## src/sv/gaps_pkg.sv

```systemverilog
// shared types and constants of the grid path search block
`timescale 1ns / 1ps
`default_nettype none
package gaps_pkg;

	localparam int GRID_ROWS_DEF = 8;
	localparam int GRID_COLS_DEF = 8;

	localparam logic [1:0] CMD_MARK   = 2'd0;
	localparam logic [1:0] CMD_CLEAR  = 2'd1;
	localparam logic [1:0] CMD_SEARCH = 2'd2;

	localparam logic [1:0] CFG_LAST_ROW  = 2'd0;
	localparam logic [1:0] CFG_LAST_COL  = 2'd1;
	localparam logic [1:0] CFG_STEP_COST = 2'd2;

	localparam logic [2:0] LAST_ROW_RST  = 3'd7;
	localparam logic [2:0] LAST_COL_RST  = 3'd7;
	localparam logic [7:0] STEP_COST_RST = 8'd10;

	typedef struct packed {
		logic [1:0] cmd;
		logic [2:0] pos_x;
		logic [2:0] pos_y;
		logic [2:0] goal_x;
		logic [2:0] goal_y;
	} item_t;

	typedef struct packed {
		logic [2:0] path_x;
		logic [2:0] path_y;
		logic       found;
		logic       last;
	} res_t;

	typedef struct packed {
		logic [2:0] last_row;
		logic [2:0] last_col;
		logic [7:0] step_cost;
	} cfg_t;

endpackage
`default_nettype wire

```

## src/sv/gaps_if.sv

```systemverilog
// handshake channels of the grid path search block
`timescale 1ns / 1ps
`default_nettype none
interface gaps_in_if;
	logic       valid;
	logic       ready;
	logic [1:0] cmd;
	logic [2:0] pos_x;
	logic [2:0] pos_y;
	logic [2:0] goal_x;
	logic [2:0] goal_y;
	modport source (output valid, cmd, pos_x, pos_y, goal_x, goal_y, input ready);
	modport sink (input valid, cmd, pos_x, pos_y, goal_x, goal_y, output ready);
endinterface

interface gaps_out_if;
	logic       valid;
	logic       ready;
	logic [2:0] path_x;
	logic [2:0] path_y;
	logic       found;
	logic       last;
	modport source (output valid, path_x, path_y, found, last, input ready);
	modport sink (input valid, path_x, path_y, found, last, output ready);
endinterface

interface gaps_cfg_if;
	logic       valid;
	logic       ready;
	logic [1:0] index;
	logic [7:0] data;
	modport source (output valid, index, data, input ready);
	modport sink (input valid, index, data, output ready);
endinterface
`default_nettype wire

```

## src/sv/gaps_alu.sv

```systemverilog
// shared saturating adder and magnitude compare
`timescale 1ns / 1ps
`default_nettype none
module gaps_alu (
	input  wire logic [15:0] a,
	input  wire logic [15:0] b,
	output logic      [15:0] sum,
	output logic             gt
);
	logic [16:0] raw;

	assign raw = {1'b0, a} + {1'b0, b};
	assign sum = raw[16] ? 16'hFFFF : raw[15:0];
	assign gt  = a > b;
endmodule
`default_nettype wire

```

## src/sv/gaps_ctrl.sv

```systemverilog
// search sequencer with open queue, cost, parent and path memories
`timescale 1ns / 1ps
`default_nettype none
module gaps_ctrl #(
	parameter int GRID_ROWS = gaps_pkg::GRID_ROWS_DEF,
	parameter int GRID_COLS = gaps_pkg::GRID_COLS_DEF
) (
	input  wire logic            clk,
	input  wire logic            arst_n,
	input  wire logic            item_valid,
	output logic                 item_ready,
	input  wire gaps_pkg::item_t item,
	input  wire gaps_pkg::cfg_t  cfg,
	output logic                 res_valid,
	input  wire logic            res_ready,
	output gaps_pkg::res_t       res
);
	localparam int EXT_X = (GRID_ROWS < 8) ? GRID_ROWS : 8;
	localparam int EXT_Y = (GRID_COLS < 8) ? GRID_COLS : 8;
	localparam int XW = $clog2(EXT_X);
	localparam int YW = $clog2(EXT_Y);
	localparam int AW = XW + YW;
	localparam int NC = 1 << AW;
	localparam int CW = AW + 1;
	localparam logic [2:0] LIM_X_MAX = 3'(EXT_X - 1);
	localparam logic [2:0] LIM_Y_MAX = 3'(EXT_Y - 1);
	localparam logic [3:0] EXT_X4 = 4'(EXT_X);
	localparam logic [3:0] EXT_Y4 = 4'(EXT_Y);

	typedef struct packed {
		logic [AW-1:0] node;
		logic [15:0]   f;
	} qent_t;

	typedef enum logic [1:0] {
		NB_LEFT  = 2'd0,
		NB_RIGHT = 2'd1,
		NB_UP    = 2'd2,
		NB_DOWN  = 2'd3
	} nb_t;

	typedef enum logic [18:0] {
		S_IDLE  = 19'h00001,
		S_CHK   = 19'h00002,
		S_HEAD  = 19'h00004,
		S_HEADW = 19'h00008,
		S_GCUR  = 19'h00010,
		S_NB    = 19'h00020,
		S_NBCMP = 19'h00040,
		S_FIND  = 19'h00080,
		S_FINDW = 19'h00100,
		S_POP   = 19'h00200,
		S_SI    = 19'h00400,
		S_SIW   = 19'h00800,
		S_SJ    = 19'h01000,
		S_SJW   = 19'h02000,
		S_PW    = 19'h04000,
		S_PR    = 19'h08000,
		S_OUTR  = 19'h10000,
		S_OUTW  = 19'h20000,
		S_FAIL  = 19'h40000
	} state_t;

	function automatic logic [15:0] heur(input logic [2:0] x, input logic [2:0] y,
			input logic [2:0] gx, input logic [2:0] gy, input logic [7:0] s);
		logic [2:0]  dx;
		logic [2:0]  dy;
		logic [3:0]  d;
		logic [11:0] p;
		begin
			dx = (x > gx) ? x - gx : gx - x;
			dy = (y > gy) ? y - gy : gy - y;
			d = {1'b0, dx} + {1'b0, dy};
			p = 12'(d) * 12'(s);
			return 16'(p);
		end
	endfunction

	state_t        state_q;
	logic [NC-1:0] obst_q;
	logic [NC-1:0] open_q;
	logic [NC-1:0] closed_q;
	logic [AW-1:0] base_q;
	logic [CW-1:0] cnt_q;
	logic [CW-1:0] i_q;
	logic [CW-1:0] j_q;
	logic [CW-1:0] n_q;
	logic [CW-1:0] k_q;
	logic [AW-1:0] cur_q;
	logic [AW-1:0] nc_q;
	logic [AW-1:0] c_q;
	logic [15:0]   ng_q;
	logic [15:0]   f_q;
	qent_t         e_q;
	nb_t           nb_q;
	logic [2:0]    sx_q;
	logic [2:0]    sy_q;
	logic [2:0]    gx_q;
	logic [2:0]    gy_q;

	qent_t         q_mem [NC];
	logic [15:0]   cost_mem [NC];
	logic [AW-1:0] par_mem [NC];
	logic [AW-1:0] stk_mem [NC];
	qent_t         q_rd_q;
	logic [15:0]   cost_rd_q;
	logic [AW-1:0] par_rd_q;
	logic [AW-1:0] stk_rd_q;

	logic          q_we;
	logic [AW-1:0] q_wa;
	qent_t         q_wd;
	logic [AW-1:0] q_ra;
	logic          cost_we;
	logic [AW-1:0] cost_wa;
	logic [AW-1:0] cost_ra;
	logic          par_we;
	logic [AW-1:0] par_wa;
	logic          stk_we;

	logic [2:0]    lim_x;
	logic [2:0]    lim_y;
	logic [2:0]    cur_x;
	logic [2:0]    cur_y;
	logic [3:0]    nx4;
	logic [3:0]    ny4;
	logic [AW-1:0] nc;
	logic          nb_ok;
	logic [15:0]   h_nb;
	logic [AW-1:0] start_a;
	logic [AW-1:0] goal_a;
	logic          bad;
	logic [15:0]   alu_a;
	logic [15:0]   alu_b;
	logic [15:0]   alu_sum;
	logic          alu_gt;
	logic          find_hit;
	logic [AW-1:0] qa_i;
	logic [AW-1:0] qa_j;
	logic [AW-1:0] qa_jm1;
	logic [AW-1:0] qa_cnt;

	gaps_alu u_alu (
		.a   (alu_a),
		.b   (alu_b),
		.sum (alu_sum),
		.gt  (alu_gt)
	);

	assign lim_x = (cfg.last_row < LIM_X_MAX) ? cfg.last_row : LIM_X_MAX;
	assign lim_y = (cfg.last_col < LIM_Y_MAX) ? cfg.last_col : LIM_Y_MAX;
	assign cur_x = 3'(cur_q[AW-1:YW]);
	assign cur_y = 3'(cur_q[YW-1:0]);

	always_comb begin
		nx4 = {1'b0, cur_x};
		ny4 = {1'b0, cur_y};
		unique case (nb_q)
			NB_LEFT:  nx4 = {1'b0, cur_x} - 4'd1;
			NB_RIGHT: nx4 = {1'b0, cur_x} + 4'd1;
			NB_UP:    ny4 = {1'b0, cur_y} + 4'd1;
			NB_DOWN:  ny4 = {1'b0, cur_y} - 4'd1;
			default:  nx4 = {1'b0, cur_x};
		endcase
	end

	assign nc      = {nx4[XW-1:0], ny4[YW-1:0]};
	assign nb_ok   = (nx4 <= {1'b0, lim_x}) && (ny4 <= {1'b0, lim_y})
		&& !obst_q[nc] && !closed_q[nc];
	assign h_nb    = heur(nx4[2:0], ny4[2:0], gx_q, gy_q, cfg.step_cost);
	assign start_a = {sx_q[XW-1:0], sy_q[YW-1:0]};
	assign goal_a  = {gx_q[XW-1:0], gy_q[YW-1:0]};
	assign bad     = (sx_q > lim_x) || (sy_q > lim_y) || (gx_q > lim_x) || (gy_q > lim_y);
	assign find_hit = q_rd_q.node == nc_q;
	assign qa_i    = base_q + i_q[AW-1:0];
	assign qa_j    = base_q + j_q[AW-1:0];
	assign qa_jm1  = base_q + j_q[AW-1:0] - AW'(1);
	assign qa_cnt  = base_q + cnt_q[AW-1:0];

	always_comb begin
		alu_a = ng_q;
		alu_b = h_nb;
		unique case (state_q)
			S_GCUR: begin
				alu_a = cost_rd_q;
				alu_b = {8'd0, cfg.step_cost};
			end
			S_NBCMP: begin
				alu_a = cost_rd_q;
				alu_b = ng_q;
			end
			S_SJW: begin
				alu_a = q_rd_q.f;
				alu_b = e_q.f;
			end
			default: begin
				alu_a = ng_q;
				alu_b = h_nb;
			end
		endcase
	end

	always_comb begin
		q_we    = 1'b0;
		q_wa    = qa_i;
		q_wd    = e_q;
		q_ra    = qa_i;
		cost_we = 1'b0;
		cost_wa = nc;
		cost_ra = nc;
		par_we  = 1'b0;
		par_wa  = nc;
		stk_we  = 1'b0;
		unique case (state_q)
			S_CHK: begin
				q_we      = !bad;
				q_wa      = '0;
				q_wd.node = start_a;
				q_wd.f    = heur(sx_q, sy_q, gx_q, gy_q, cfg.step_cost);
				cost_we   = !bad;
				cost_wa   = start_a;
			end
			S_HEAD: q_ra = base_q;
			S_HEADW: cost_ra = q_rd_q.node;
			S_NB: begin
				q_we      = nb_ok && !open_q[nc];
				q_wa      = qa_cnt;
				q_wd.node = nc;
				q_wd.f    = alu_sum;
				cost_we   = nb_ok && !open_q[nc];
				par_we    = nb_ok && !open_q[nc];
			end
			S_NBCMP: begin
				cost_we = alu_gt;
				cost_wa = nc_q;
				par_we  = alu_gt;
				par_wa  = nc_q;
			end
			S_FINDW: begin
				q_we      = find_hit;
				q_wd.node = nc_q;
				q_wd.f    = f_q;
			end
			S_SJ: begin
				q_we = j_q == '0;
				q_wa = qa_j;
				q_ra = qa_jm1;
			end
			S_SJW: begin
				q_we = 1'b1;
				q_wa = qa_j;
				q_wd = alu_gt ? q_rd_q : e_q;
			end
			S_PW: stk_we = 1'b1;
			default: q_we = 1'b0;
		endcase
	end

	always_ff @(posedge clk) begin
		if (q_we) begin
			q_mem[q_wa] <= q_wd;
		end
		q_rd_q <= q_mem[q_ra];
		if (cost_we) begin
			cost_mem[cost_wa] <= (state_q == S_CHK) ? 16'd0 : ng_q;
		end
		cost_rd_q <= cost_mem[cost_ra];
		if (par_we) begin
			par_mem[par_wa] <= cur_q;
		end
		par_rd_q <= par_mem[c_q];
		if (stk_we) begin
			stk_mem[n_q[AW-1:0]] <= c_q;
		end
		stk_rd_q <= stk_mem[k_q[AW-1:0]];
	end

	always_ff @(posedge clk or negedge arst_n) begin
		if (!arst_n) begin
			state_q  <= S_IDLE;
			obst_q   <= '0;
			open_q   <= '0;
			closed_q <= '0;
			base_q   <= '0;
			cnt_q    <= '0;
			i_q      <= '0;
			j_q      <= '0;
			n_q      <= '0;
			k_q      <= '0;
			nb_q     <= NB_LEFT;
		end else begin
			unique case (state_q)
				S_IDLE: begin
					if (item_valid) begin
						sx_q <= item.pos_x;
						sy_q <= item.pos_y;
						gx_q <= item.goal_x;
						gy_q <= item.goal_y;
						if ((item.cmd == gaps_pkg::CMD_MARK || item.cmd == gaps_pkg::CMD_CLEAR)
								&& {1'b0, item.pos_x} < EXT_X4 && {1'b0, item.pos_y} < EXT_Y4) begin
							obst_q[{item.pos_x[XW-1:0], item.pos_y[YW-1:0]}] <=
								item.cmd == gaps_pkg::CMD_MARK;
						end
						if (item.cmd == gaps_pkg::CMD_SEARCH) begin
							state_q <= S_CHK;
						end
					end
				end
				S_CHK: begin
					if (bad) begin
						state_q <= S_FAIL;
					end else begin
						closed_q <= '0;
						open_q   <= {{(NC-1){1'b0}}, 1'b1} << start_a;
						base_q   <= '0;
						cnt_q    <= CW'(1);
						state_q  <= S_HEAD;
					end
				end
				S_HEAD: state_q <= S_HEADW;
				S_HEADW: begin
					cur_q <= q_rd_q.node;
					nb_q  <= NB_LEFT;
					if (q_rd_q.node == goal_a) begin
						n_q     <= '0;
						c_q     <= goal_a;
						state_q <= S_PW;
					end else begin
						state_q <= S_GCUR;
					end
				end
				S_GCUR: begin
					ng_q    <= alu_sum;
					state_q <= S_NB;
				end
				S_NB: begin
					nc_q <= nc;
					f_q  <= alu_sum;
					if (nb_ok && open_q[nc]) begin
						state_q <= S_NBCMP;
					end else begin
						if (nb_ok) begin
							open_q[nc] <= 1'b1;
							cnt_q      <= cnt_q + CW'(1);
						end
						if (nb_q == NB_DOWN) begin
							state_q <= S_POP;
						end else begin
							nb_q <= nb_t'(nb_q + 2'd1);
						end
					end
				end
				S_NBCMP: begin
					i_q <= '0;
					if (alu_gt) begin
						state_q <= S_FIND;
					end else if (nb_q == NB_DOWN) begin
						state_q <= S_POP;
					end else begin
						nb_q    <= nb_t'(nb_q + 2'd1);
						state_q <= S_NB;
					end
				end
				S_FIND: state_q <= S_FINDW;
				S_FINDW: begin
					if (!find_hit) begin
						i_q     <= i_q + CW'(1);
						state_q <= S_FIND;
					end else if (nb_q == NB_DOWN) begin
						state_q <= S_POP;
					end else begin
						nb_q    <= nb_t'(nb_q + 2'd1);
						state_q <= S_NB;
					end
				end
				S_POP: begin
					closed_q[cur_q] <= 1'b1;
					open_q[cur_q]   <= 1'b0;
					base_q          <= base_q + AW'(1);
					cnt_q           <= cnt_q - CW'(1);
					i_q             <= CW'(1);
					state_q         <= S_SI;
				end
				S_SI: begin
					if (i_q >= cnt_q) begin
						state_q <= (cnt_q == '0) ? S_FAIL : S_HEAD;
					end else begin
						state_q <= S_SIW;
					end
				end
				S_SIW: begin
					e_q     <= q_rd_q;
					j_q     <= i_q;
					state_q <= S_SJ;
				end
				S_SJ: begin
					if (j_q == '0) begin
						i_q     <= i_q + CW'(1);
						state_q <= S_SI;
					end else begin
						state_q <= S_SJW;
					end
				end
				S_SJW: begin
					if (alu_gt) begin
						j_q     <= j_q - CW'(1);
						state_q <= S_SJ;
					end else begin
						i_q     <= i_q + CW'(1);
						state_q <= S_SI;
					end
				end
				S_PW: begin
					n_q <= n_q + CW'(1);
					if (c_q == start_a) begin
						k_q     <= n_q;
						state_q <= S_OUTR;
					end else begin
						state_q <= S_PR;
					end
				end
				S_PR: begin
					c_q     <= par_rd_q;
					state_q <= S_PW;
				end
				S_OUTR: state_q <= S_OUTW;
				S_OUTW: begin
					if (res_ready) begin
						if (k_q == '0) begin
							state_q <= S_IDLE;
						end else begin
							k_q     <= k_q - CW'(1);
							state_q <= S_OUTR;
						end
					end
				end
				S_FAIL: begin
					if (res_ready) begin
						state_q <= S_IDLE;
					end
				end
				default: state_q <= S_IDLE;
			endcase
		end
	end

	assign item_ready = state_q == S_IDLE;
	assign res_valid  = (state_q == S_OUTW) || (state_q == S_FAIL);

	always_comb begin
		if (state_q == S_OUTW) begin
			res.path_x = 3'(stk_rd_q[AW-1:YW]);
			res.path_y = 3'(stk_rd_q[YW-1:0]);
			res.found  = 1'b1;
			res.last   = k_q == '0;
		end else begin
			res.path_x = 3'd0;
			res.path_y = 3'd0;
			res.found  = 1'b0;
			res.last   = 1'b1;
		end
	end
endmodule
`default_nettype wire

```

## src/sv/grid_astar_path_search.sv

```systemverilog
// top level: config registers, search sequencer and result output register
//
//  channel  dir  payload                              accepted when
//  item     in   cmd, pos_x, pos_y, goal_x, goal_y    item.valid & item.ready
//  result   out  path_x, path_y, found, last          result.valid & result.ready
//  cfg      in   index, data                          cfg.valid & cfg.ready (always ready)
//
// obstacle commands keep ready high
// a search checks the endpoints, then for each expanded cell reads the queue head and its cost,
// tries the four neighbors, rescans the queue to rewrite a cheaper cost, and insertion-sorts
// the open entries; then it traces the parent links and emits the path cells
// reset needs no clearing pass; the open and closed marks are cleared at each search's endpoint check
// results wait in an output register; the sequencer holds while it is full and result.ready is low
`timescale 1ns / 1ps
`default_nettype none
module grid_astar_path_search #(
	parameter int GRID_ROWS = gaps_pkg::GRID_ROWS_DEF,
	parameter int GRID_COLS = gaps_pkg::GRID_COLS_DEF
) (
	input wire logic    clk,
	input wire logic    arst_n,
	gaps_in_if.sink     item,
	gaps_out_if.source  result,
	gaps_cfg_if.sink    cfg
);
	gaps_pkg::cfg_t  cfg_q;
	gaps_pkg::item_t item_w;
	gaps_pkg::res_t  res_w;
	gaps_pkg::res_t  out_q;
	logic            out_valid_q;
	logic            res_valid;
	logic            res_ready;

	assign cfg.ready = 1'b1;

	always_ff @(posedge clk or negedge arst_n) begin
		if (!arst_n) begin
			cfg_q.last_row  <= gaps_pkg::LAST_ROW_RST;
			cfg_q.last_col  <= gaps_pkg::LAST_COL_RST;
			cfg_q.step_cost <= gaps_pkg::STEP_COST_RST;
		end else if (cfg.valid) begin
			unique case (cfg.index)
				gaps_pkg::CFG_LAST_ROW:  cfg_q.last_row  <= cfg.data[2:0];
				gaps_pkg::CFG_LAST_COL:  cfg_q.last_col  <= cfg.data[2:0];
				gaps_pkg::CFG_STEP_COST: cfg_q.step_cost <= cfg.data;
				default:                 cfg_q <= cfg_q;
			endcase
		end
	end

	assign item_w.cmd    = item.cmd;
	assign item_w.pos_x  = item.pos_x;
	assign item_w.pos_y  = item.pos_y;
	assign item_w.goal_x = item.goal_x;
	assign item_w.goal_y = item.goal_y;

	gaps_ctrl #(
		.GRID_ROWS (GRID_ROWS),
		.GRID_COLS (GRID_COLS)
	) u_ctrl (
		.clk        (clk),
		.arst_n     (arst_n),
		.item_valid (item.valid),
		.item_ready (item.ready),
		.item       (item_w),
		.cfg        (cfg_q),
		.res_valid  (res_valid),
		.res_ready  (res_ready),
		.res        (res_w)
	);

	assign res_ready = !out_valid_q || result.ready;

	always_ff @(posedge clk or negedge arst_n) begin
		if (!arst_n) begin
			out_valid_q <= 1'b0;
		end else if (res_ready) begin
			out_valid_q <= res_valid;
		end
	end

	always_ff @(posedge clk) begin
		if (res_ready && res_valid) begin
			out_q <= res_w;
		end
	end

	assign result.valid  = out_valid_q;
	assign result.path_x = out_q.path_x;
	assign result.path_y = out_q.path_y;
	assign result.found  = out_q.found;
	assign result.last   = out_q.last;
endmodule
`default_nettype wire

```

## src/flat_wrapper.sv

```systemverilog
// flat-port wrapper written by rule: the top's interface ports become plain ports
module grid_astar_path_search_flat 
#(
	parameter int GRID_ROWS = gaps_pkg::GRID_ROWS_DEF,
	parameter int GRID_COLS = gaps_pkg::GRID_COLS_DEF
)
  (clk, arst_n, item_valid, item_cmd, item_pos_x, item_pos_y, item_goal_x, item_goal_y, item_ready, result_valid, result_path_x, result_path_y, result_found, result_last, result_ready, cfg_valid, cfg_index, cfg_data, cfg_ready);
  gaps_in_if item_i ();
  gaps_out_if result_i ();
  gaps_cfg_if cfg_i ();
  input wire logic clk;
  input wire logic arst_n;
  input wire logic [$bits(item_i.valid)-1:0] item_valid;
  input wire logic [$bits(item_i.cmd)-1:0] item_cmd;
  input wire logic [$bits(item_i.pos_x)-1:0] item_pos_x;
  input wire logic [$bits(item_i.pos_y)-1:0] item_pos_y;
  input wire logic [$bits(item_i.goal_x)-1:0] item_goal_x;
  input wire logic [$bits(item_i.goal_y)-1:0] item_goal_y;
  output wire logic [$bits(item_i.ready)-1:0] item_ready;
  output wire logic [$bits(result_i.valid)-1:0] result_valid;
  output wire logic [$bits(result_i.path_x)-1:0] result_path_x;
  output wire logic [$bits(result_i.path_y)-1:0] result_path_y;
  output wire logic [$bits(result_i.found)-1:0] result_found;
  output wire logic [$bits(result_i.last)-1:0] result_last;
  input wire logic [$bits(result_i.ready)-1:0] result_ready;
  input wire logic [$bits(cfg_i.valid)-1:0] cfg_valid;
  input wire logic [$bits(cfg_i.index)-1:0] cfg_index;
  input wire logic [$bits(cfg_i.data)-1:0] cfg_data;
  output wire logic [$bits(cfg_i.ready)-1:0] cfg_ready;
  assign item_i.valid = item_valid;
  assign item_i.cmd = item_cmd;
  assign item_i.pos_x = item_pos_x;
  assign item_i.pos_y = item_pos_y;
  assign item_i.goal_x = item_goal_x;
  assign item_i.goal_y = item_goal_y;
  assign item_ready = item_i.ready;
  assign result_valid = result_i.valid;
  assign result_path_x = result_i.path_x;
  assign result_path_y = result_i.path_y;
  assign result_found = result_i.found;
  assign result_last = result_i.last;
  assign result_i.ready = result_ready;
  assign cfg_i.valid = cfg_valid;
  assign cfg_i.index = cfg_index;
  assign cfg_i.data = cfg_data;
  assign cfg_ready = cfg_i.ready;
  grid_astar_path_search #(.GRID_ROWS(GRID_ROWS), .GRID_COLS(GRID_COLS)) u_core (.clk(clk), .arst_n(arst_n), .item(item_i), .result(result_i), .cfg(cfg_i));
endmodule
```

## config.mk

```make
export PLATFORM = sky130hd
export DESIGN_NAME = grid_astar_path_search_flat
export DESIGN_NICKNAME = d
export VERILOG_FILES = /design/src/sv/gaps_pkg.sv /design/src/sv/gaps_if.sv /design/src/sv/gaps_alu.sv /design/src/sv/gaps_ctrl.sv /design/src/sv/grid_astar_path_search.sv /design/src/flat_wrapper.sv
export SDC_FILE = /design/constraint.sdc
export NUM_CORES = 2
export LEC_CHECK = 0
export BUFFER_PORTS_ARGS = -buffer_cell sky130_fd_sc_hd__buf_2
export CORE_MARGIN = 4
export CORE_UTILIZATION = 40
export CTS_BUF_LIST = sky130_fd_sc_hd__clkbuf_4
export DETAILED_ROUTE_END_ITERATION = 8
export GPL_TIMING_DRIVEN = 0
export SETUP_SLACK_MARGIN = 0.05
export SYNTH_ARGS = -nofsm -noshare
export SYNTH_HDL_FRONTEND = slang
export SYNTH_SLANG_ARGS = --single-unit
```

## constraint.sdc

```tcl
create_clock -name clk -period 32 [get_ports clk]
set_clock_uncertainty 0.05 [all_clocks]
set_input_delay 6.4 -clock clk [delete_from_list [all_inputs] [get_ports clk]]
set_output_delay 6.4 -clock clk [all_outputs]
set_load 0.01 [all_outputs]
```

* Word-level counts from Yosys, hierarchy flattened
Memories as Yosys holds them, arrays and structs flattened. A register that Yosys moved wholly into a read port is not among the register bits.
Cells that the tools add are included.
** Operators by class
- Add/sub/neg operators :: 27
- Multipliers :: 2
- $lt $le $gt $ge :: 20
- Equality and inequality tests :: 46
- Shifts and indexed selects :: 1
- Mux-type cells :: 94
- Bitwise gates (word level) :: 4
- Reduce and logical (&&, ||, !) cells :: 54
** Operator list (number)
- $pmux W19 S19 :: 1
- $mux W64 :: 4
- $pmux W64 S3 :: 1
- $mux W19 :: 10
- $or A64 B64 Y64 :: 2
- $pmux W64 S2 :: 1
- $pmux W22 S4 :: 1
- $mux W7 :: 11
- $and A64 B64 Y64 :: 1
- $bwmux W64 :: 1
- $not A64 Y64 :: 1
- $shl A1 B6 Y64 const A :: 1
- $pmux W16 S3 :: 1
- $pmux W6 S2 :: 4
- $pmux W7 S2 :: 3
- $pmux W7 S5 :: 1
- $mux W17 :: 2
- $mux W16 :: 2
- $pmux W16 S2 :: 1
- $ne A2 B2 Y1 const B :: 13
- $gt A3 B3 Y1 :: 8
- $mul A4 B8 Y12 :: 2
- $mux W6 :: 4
- $sub A3 B3 Y3 :: 8
- other kinds (71) :: 164
** Storage, ports and cells
- Register bits :: 361
- Memory bits (writable) :: 3200
- Bits of input ports :: 29
- Output and inout bits :: 11
- Logic and storage cells :: 282
- Memories kept :: 4
** Memories
- u_core.u_ctrl.q_mem :: words 64, bits a word 22, rd ports 1, clocked after Yosys merged registers in 1, write ports 1, RTL line gaps_ctrl.sv:101 : qent_t q_mem [NC];
- u_core.u_ctrl.cost_mem :: words 64, bits a word 16, rd ports 1, clocked after Yosys merged registers in 1, write ports 1, RTL line gaps_ctrl.sv:102 : logic [15:0] cost_mem [NC];
- u_core.u_ctrl.par_mem :: words 64, bits a word 6, rd ports 1, clocked after Yosys merged registers in 1, write ports 1, RTL line gaps_ctrl.sv:103 : logic [AW-1:0] par_mem [NC];
- u_core.u_ctrl.stk_mem :: words 64, bits a word 6, rd ports 1, clocked after Yosys merged registers in 1, write ports 1, RTL line gaps_ctrl.sv:104 : logic [AW-1:0] stk_mem [NC];

* Longest topological paths before layout
- Depth after elaboration :: 11
- Gate-level depth with buffers :: 47
- Gate-level depth less buffers :: 41

* Modules after synthesis
Synthesis repeated with hierarchy kept, for this count alone.
** Unflattened totals
- Cells, all modules :: 10612
- Area, all modules :: 151165.0 um^2
** By module, submodules not included
- gaps_ctrl :: instances 1, cells each 10383, area an instance 148982.9 um^2
- gaps_alu :: instances 1, cells each 184, area an instance 1322.5 um^2
- grid_astar_path_search :: instances 1, cells each 45, area an instance 859.6 um^2

* Worst setup path after synthesis
Ideal clock, no wire load.
- Kind :: register to register
- From :: register u_core.u_ctrl.cur_q[1]
- To :: memory u_core.u_ctrl.q_mem[0][2] in the netlist's numbering, data pin
- Setup time :: 0.588 ns
- Arrival :: 11.535 ns
- Required time :: 31.362 ns
- Slack :: 19.828 ns
- Stages on the path, launching flop included :: 42
- Path buffers :: 4
- Cells stage by stage :: edfxtp_1 clkbuf_1 xor2_1 ha_1 a21oi_1 mux2_2 xnor2_2 clkinv_1 buf_2 buf_2 ha_1 a21oi_1 a31oi_1 mux2i_1 ha_1 a21o_1 a21oi_1 nand2b_1 (+6 left out) o21ai_0 a21oi_1 o21bai_1 a21oi_1 xnor2_1 nor2_1 a221o_1 ha_1 clkbuf_1 nor4_1 and2_1 o21ai_0 a31oi_1 mux2_2 a222oi_1 a21oi_1 nor2_1 a31oi_1
** RTL lines
- from (decl) :: RTL line gaps_ctrl.sv:89 : logic [AW-1:0] cur_q;
- from (signal assigned) :: RTL line gaps_ctrl.sv:322 : cur_q <= q_rd_q.node;
- to (decl) :: RTL line gaps_ctrl.sv:101

* Final worst setup path
- From :: register u_core.u_ctrl.cur_q[1]
- To :: memory u_core.u_ctrl.cost_mem[56][10] (enable)
** Between the ends
- Longest elaborated chain between the ends :: 11
** Ends and longest elaborated chain
- $sub A3 B1 Y4 / $add A3 B1 Y4 (equally long branches) :: RTL line gaps_ctrl.sv:162, gaps_ctrl.sv:161
- $pmux W4 S2 (*) :: RTL line gaps_ctrl.sv:158 : unique case (nb_q)
- named net u_core.u_ctrl.ny4[2] :: RTL line gaps_ctrl.sv:126 : logic [3:0] ny4;
- $sub A3 B3 Y3, or another cell as far along :: RTL line gaps_ctrl.sv:72 : dy = (y > gy) ? y - gy : gy - y;
- $mux W3 / $mux W1 (equally long branches) :: RTL line gaps_ctrl.sv:72, gaps_ctrl.sv:169
- $add A3 B3 Y4 / $logic_not A1 Y1 (equally long branches) :: RTL line gaps_ctrl.sv:73, gaps_ctrl.sv:169
- $mul A4 B8 Y12 / $logic_and A1 B1 Y1 (equally long branches) :: RTL line gaps_ctrl.sv:74, gaps_ctrl.sv:169
- $pmux W16 S3 / $logic_and A1 B1 Y1 (equally long branches) :: RTL line gaps_ctrl.sv:183, gaps_ctrl.sv:169
- $gt A16 B16 Y1 / $logic_and A1 B1 Y1 (equally long branches) :: RTL line gaps_alu.sv:14, gaps_ctrl.sv:230
- $pmux W1 S3 :: RTL line gaps_ctrl.sv:214 : unique case (state_q)
- $mux W1 :: RTL line gaps_ctrl.sv:264 : if (cost_we) begin
- $mux W1 :: RTL line gaps_ctrl.sv:265 : cost_mem[cost_wa] <= (state_q == S_CHK) ? 16'd0 : ng_q;
- to (decl) :: RTL line gaps_ctrl.sv:102
The timed path passes the listed nets; every way through them passes the cells marked *. The select of a mux whose other input is x is not followed.

==> impl_results.md <==
- CTS tree: done
- Chip height: 620 um
- Status: finished with violations
- Final WL: 463000 um
- CP Max Fanout: 16
- Synth area leaders: edfxtp_1 (66%), mux2i_1 (4.4%), dfrtp_1 (4.3%)
- Post-CTS sizing: 0
- Synth-to-Final Area Change: 14.5%
- Most used cell, CP: a21oi_1
- Seq/Total Area, Yosys: 0.712
- Detailed Route Iter0 Violations: 12.3k
- Power Dens Cells: 62.1 nW/um^2
- Number of global-route vias before repair: 97.2k
- Share of post-route cells with drive strength above 1: 0.188
- Routing usage on met3: 0.0532
- Final setup margin: 17.88 ns
- CP required: 33.11 ns
- # DRC: 0
- Hold violation count in the final report: 0
- Cell taking the most area after synthesis: edfxtp_1
- Drt pass-1 iters: 9
- Vias per Instance: just under 6
- Cts bufs inserted: 899
- DP Worst Slack: 17.94 ns
- GPL Wtd Cong: 0.971
- Crit-path slowest cell: nor2_2
- Multi-input gate area: 40800 um^2
- Largest net degree at the start of global routing: 102
- H-tree levels: 6
- Worst min path class: reg -> reg
- Initial Util: 0.402
- Avg WL per Cell: 27.2 um
- Horiz. Die Dim: a little over 600 um
- Setup bufs post-CTS: 0
- Worst VDD drop: 0.0000683 V
- FILL cells: approximately 33k
- Fin crit share: 0.441
- Synth unique cells: 99
- Post-synth EDFFs: 3292
- Port Buffers: 38
- Grt total ovfl: 0
- Met2 Track Usage GR: 0.371
- Cells after Synth: just over 10k
- Crit start category: register
- Core ar.: roughly 370000 um^2
- # IOs: 40
- Hold_buf cts: 0
- Critical path data arrival time: 15.22 ns
- Worst slew pin tran: 1.54 ns
- Leakage power total: 0.0600 uW
- Root buf cell: clkbuf_4
- CP Capture Type: register
- Initial antenna violation count: 33
- Clock insertion delay at the later pin of the skew report: 1.65 ns
- Reg area: around 110000 um^2
- Async SR Flop Fraction: 0.0745
- Violated checks: max-capacitance violations, max-slew violations
- Post-route ant nets: 0
- Final setup vio count: 0
- DR vias: 97.9k
- Yosys top cell area share: 0.660
- Maximum capacitance violations: 1
- WS Path Type: reg -> reg
- Max-Slew Margin vs Limit: -0.0427
- Die Area: a little under 400000 um^2
- Hold_ws: 0.447 ns
- Post-synthesis register bit count: 3611
- CTS max path bufs: 4
- Met1 usage: 0.311
- Top_reg_cell synth: edfxtp_1
- Setup Total Neg Slack: 0 ns
- Final HPWL DP: 324000 um
- Max frequency: 70.8 MHz
- # rows: 224
- Syn avg cell area: 14.7 um^2
- Final Net Count: roughly 12k
- Crit path time final: roughly 14 ns
- Sink Count: 3611
- Global-route wire length before repair: 664000 um
- CP peak stage delay: 1.05 ns
- RSZ-0062 raised after global routing: false
- Syn nets: about 10k
- Final Max Tran Viols: 2
- Most Used Layer, Global Route: met2
- Clock slew at reported path FFs: 0.07 ns
- Synth warnings: 0
- Synthesized cell area: 150000 um^2
- Total GRT Usage: 0.234
[cells in the final DEF, fill, tap and decap left out, types with 37 or more instances in the layout]
cell type  count
a211oi_1      57
a21o_1        45
a21oi_1      322
a22oi_1       64
a31oi_1      208
a32o_1        37
a32oi_1       63
and2_1        52
and3_1       157
buf_1         85
buf_16        57
buf_2        187
buf_8         39
clkbuf_1     348
clkbuf_4    1314
clkinv_1     233
dfrtp_1      260
dfxtp_1       50
edfxtp_1    3292
fa_1          40
ha_1         150
inv_1        136
mux2_2        37
mux2i_1      657
mux4_2       250
nand2_1     1388
nand3_1      305
nand4_1       46
nor2_1       493
nor2_2        97
nor3_1        86
nor4_1       105
o21ai_0      260
o22ai_1      324
o31ai_1       87
xnor2_1       44
xor2_1        38
[metrics by stage]
step | area (um^2) | total power (uW) | util | std cells
after floorplan | 150000 | 6270 | - | 10200
after global placement | 156000 | 6740 | 0.419 | 15200
after detailed placement | 160000 | 6800 | 0.429 | 15400
after CTS | 171000 | 10700 | 0.460 | 17000
after global routing | 171000 | 11100 | 0.460 | 17000
final | 171000 | 10600 | 0.460 | 17000
[layout make-up]
| type | instances | share of cell area |
|---|---|---|
| Sequential cell | 3611 | 0.622 |
| Inverter | 141 | 0.00309 |
| Clock inverter | 318 | 0.0104 |
| Tap cell | 4972 | 0.0363 |
| Antenna cell | 7 | 0.000102 |
| Clock buffer | 1312 | 0.0574 |
| Timing Repair Buffer | 182 | 0.0180 |
| Buffer | 603 | 0.0148 |
| Multi-Input combinational cell | 5847 | 0.238 |
[critical path, delay by kind of cell (launching register included)]
family | cells | cell delay, ns
AO/OA/AOI/OAI | 17 | 3.85
AND/OR/NAND/NOR | 6 | 3.07
adder cells (fa/ha/maj) | 7 | 2.54
buffers and inverters | 5 | 1.74
flip-flops | 1 | 0.83
multiplexers | 2 | 0.80
XOR/XNOR | 3 | 0.72
[metal layers]
| layer | vias up | routed length [um] |
|---|---|---|
| li1 | 42100 | - |
| met2 | 5374 | 214000 |
| met1 | 49300 | 183000 |
| met5 | - | 149 |
| met3 | 1053 | 43800 |
| met4 | 22 | 21100 |
[final timing paths]
| check | startpoint | to | slack (ns) | depth (start not counted) |
|---|---|---|---|---|
| worst min-delay path | u_core.u_ctrl.closed_q[30] | u_core.u_ctrl.closed_q[30] | 0.45 | 2 |
| max in group asynchronous | arst_n | u_core.u_ctrl.obst_q[30] | 25.99 | 3 |
| worst max-delay path | u_core.u_ctrl.cur_q[1] | u_core.u_ctrl.cost_mem[56][10] | 17.88 | 40 |
| min in group asynchronous | arst_n | u_core.u_ctrl.k_q[4] | 4.59 | 1 |
| worst max register to register | u_core.u_ctrl.cur_q[1] | u_core.u_ctrl.cost_mem[56][10] | 17.88 | 40 |
| worst min register to register | u_core.u_ctrl.closed_q[30] | u_core.u_ctrl.closed_q[30] | 0.45 | 2 |
[registers in the layout (all words and copies together), names as in the netlist, 19 cells and up]
signal,flops
u_core.u_ctrl.closed_q,64
u_core.u_ctrl.cost_mem,1024
u_core.u_ctrl.e_q,22
u_core.u_ctrl.obst_q,64
u_core.u_ctrl.open_q,64
u_core.u_ctrl.par_mem,384
u_core.u_ctrl.q_mem,1408
u_core.u_ctrl.q_rd_q,22
u_core.u_ctrl.state_q,19
u_core.u_ctrl.stk_mem,384
[power breakdown]
| group | leakage [uW] | switching, uW | total, uW | internal (uW) |
|---|---|---|---|---|
| clock network | 0.00687 | 1910 | 3900 | 1990 |
| registers | 0.0337 | 26.3 | 5350 | 5330 |
| logic | 0.0194 | 952 | 1390 | 442 |
[Yosys cell counts, drive strengths merged (16+ instances only)]
master,n
nand3,318
and3,157
a31oi,216
fa,40
ha,150
nor3,91
xnor2,45
a21o,46
mux2,39
a22oi,64
a32o,37
o31ai,88
a311oi,16
a221oi,31
o22ai,324
nand2,1391
a32oi,63
clkbuf,351
dfrtp,260
mux4,250
mux2i,657
xor2,39
edfxtp,3292
a21oi,322
or3,29
a211oi,57
and2,71
buf,249
a222oi,16
nand2b,30
nor2,617
o311ai,16
nor2b,25
nand3b,18
inv,138
o21ai,262
dfxtp,50
nor4,108
nand4,47
[cells by family (layout without fill, tap and decap cells)]
kind of cell,count (synthesis),count (layout),synth area share
simple gates,2968,2968,0.0882
mux,946,946,0.0844
flops,3611,3611,0.712
xor+xnor,84,84,0.00501
other cells,1,8,0.0000250
fa+ha+maj,190,190,0.0179
compound gates,1658,1658,0.0720
buf+inv,744,2556,0.0205
Power figures use the tool's default switching activity.
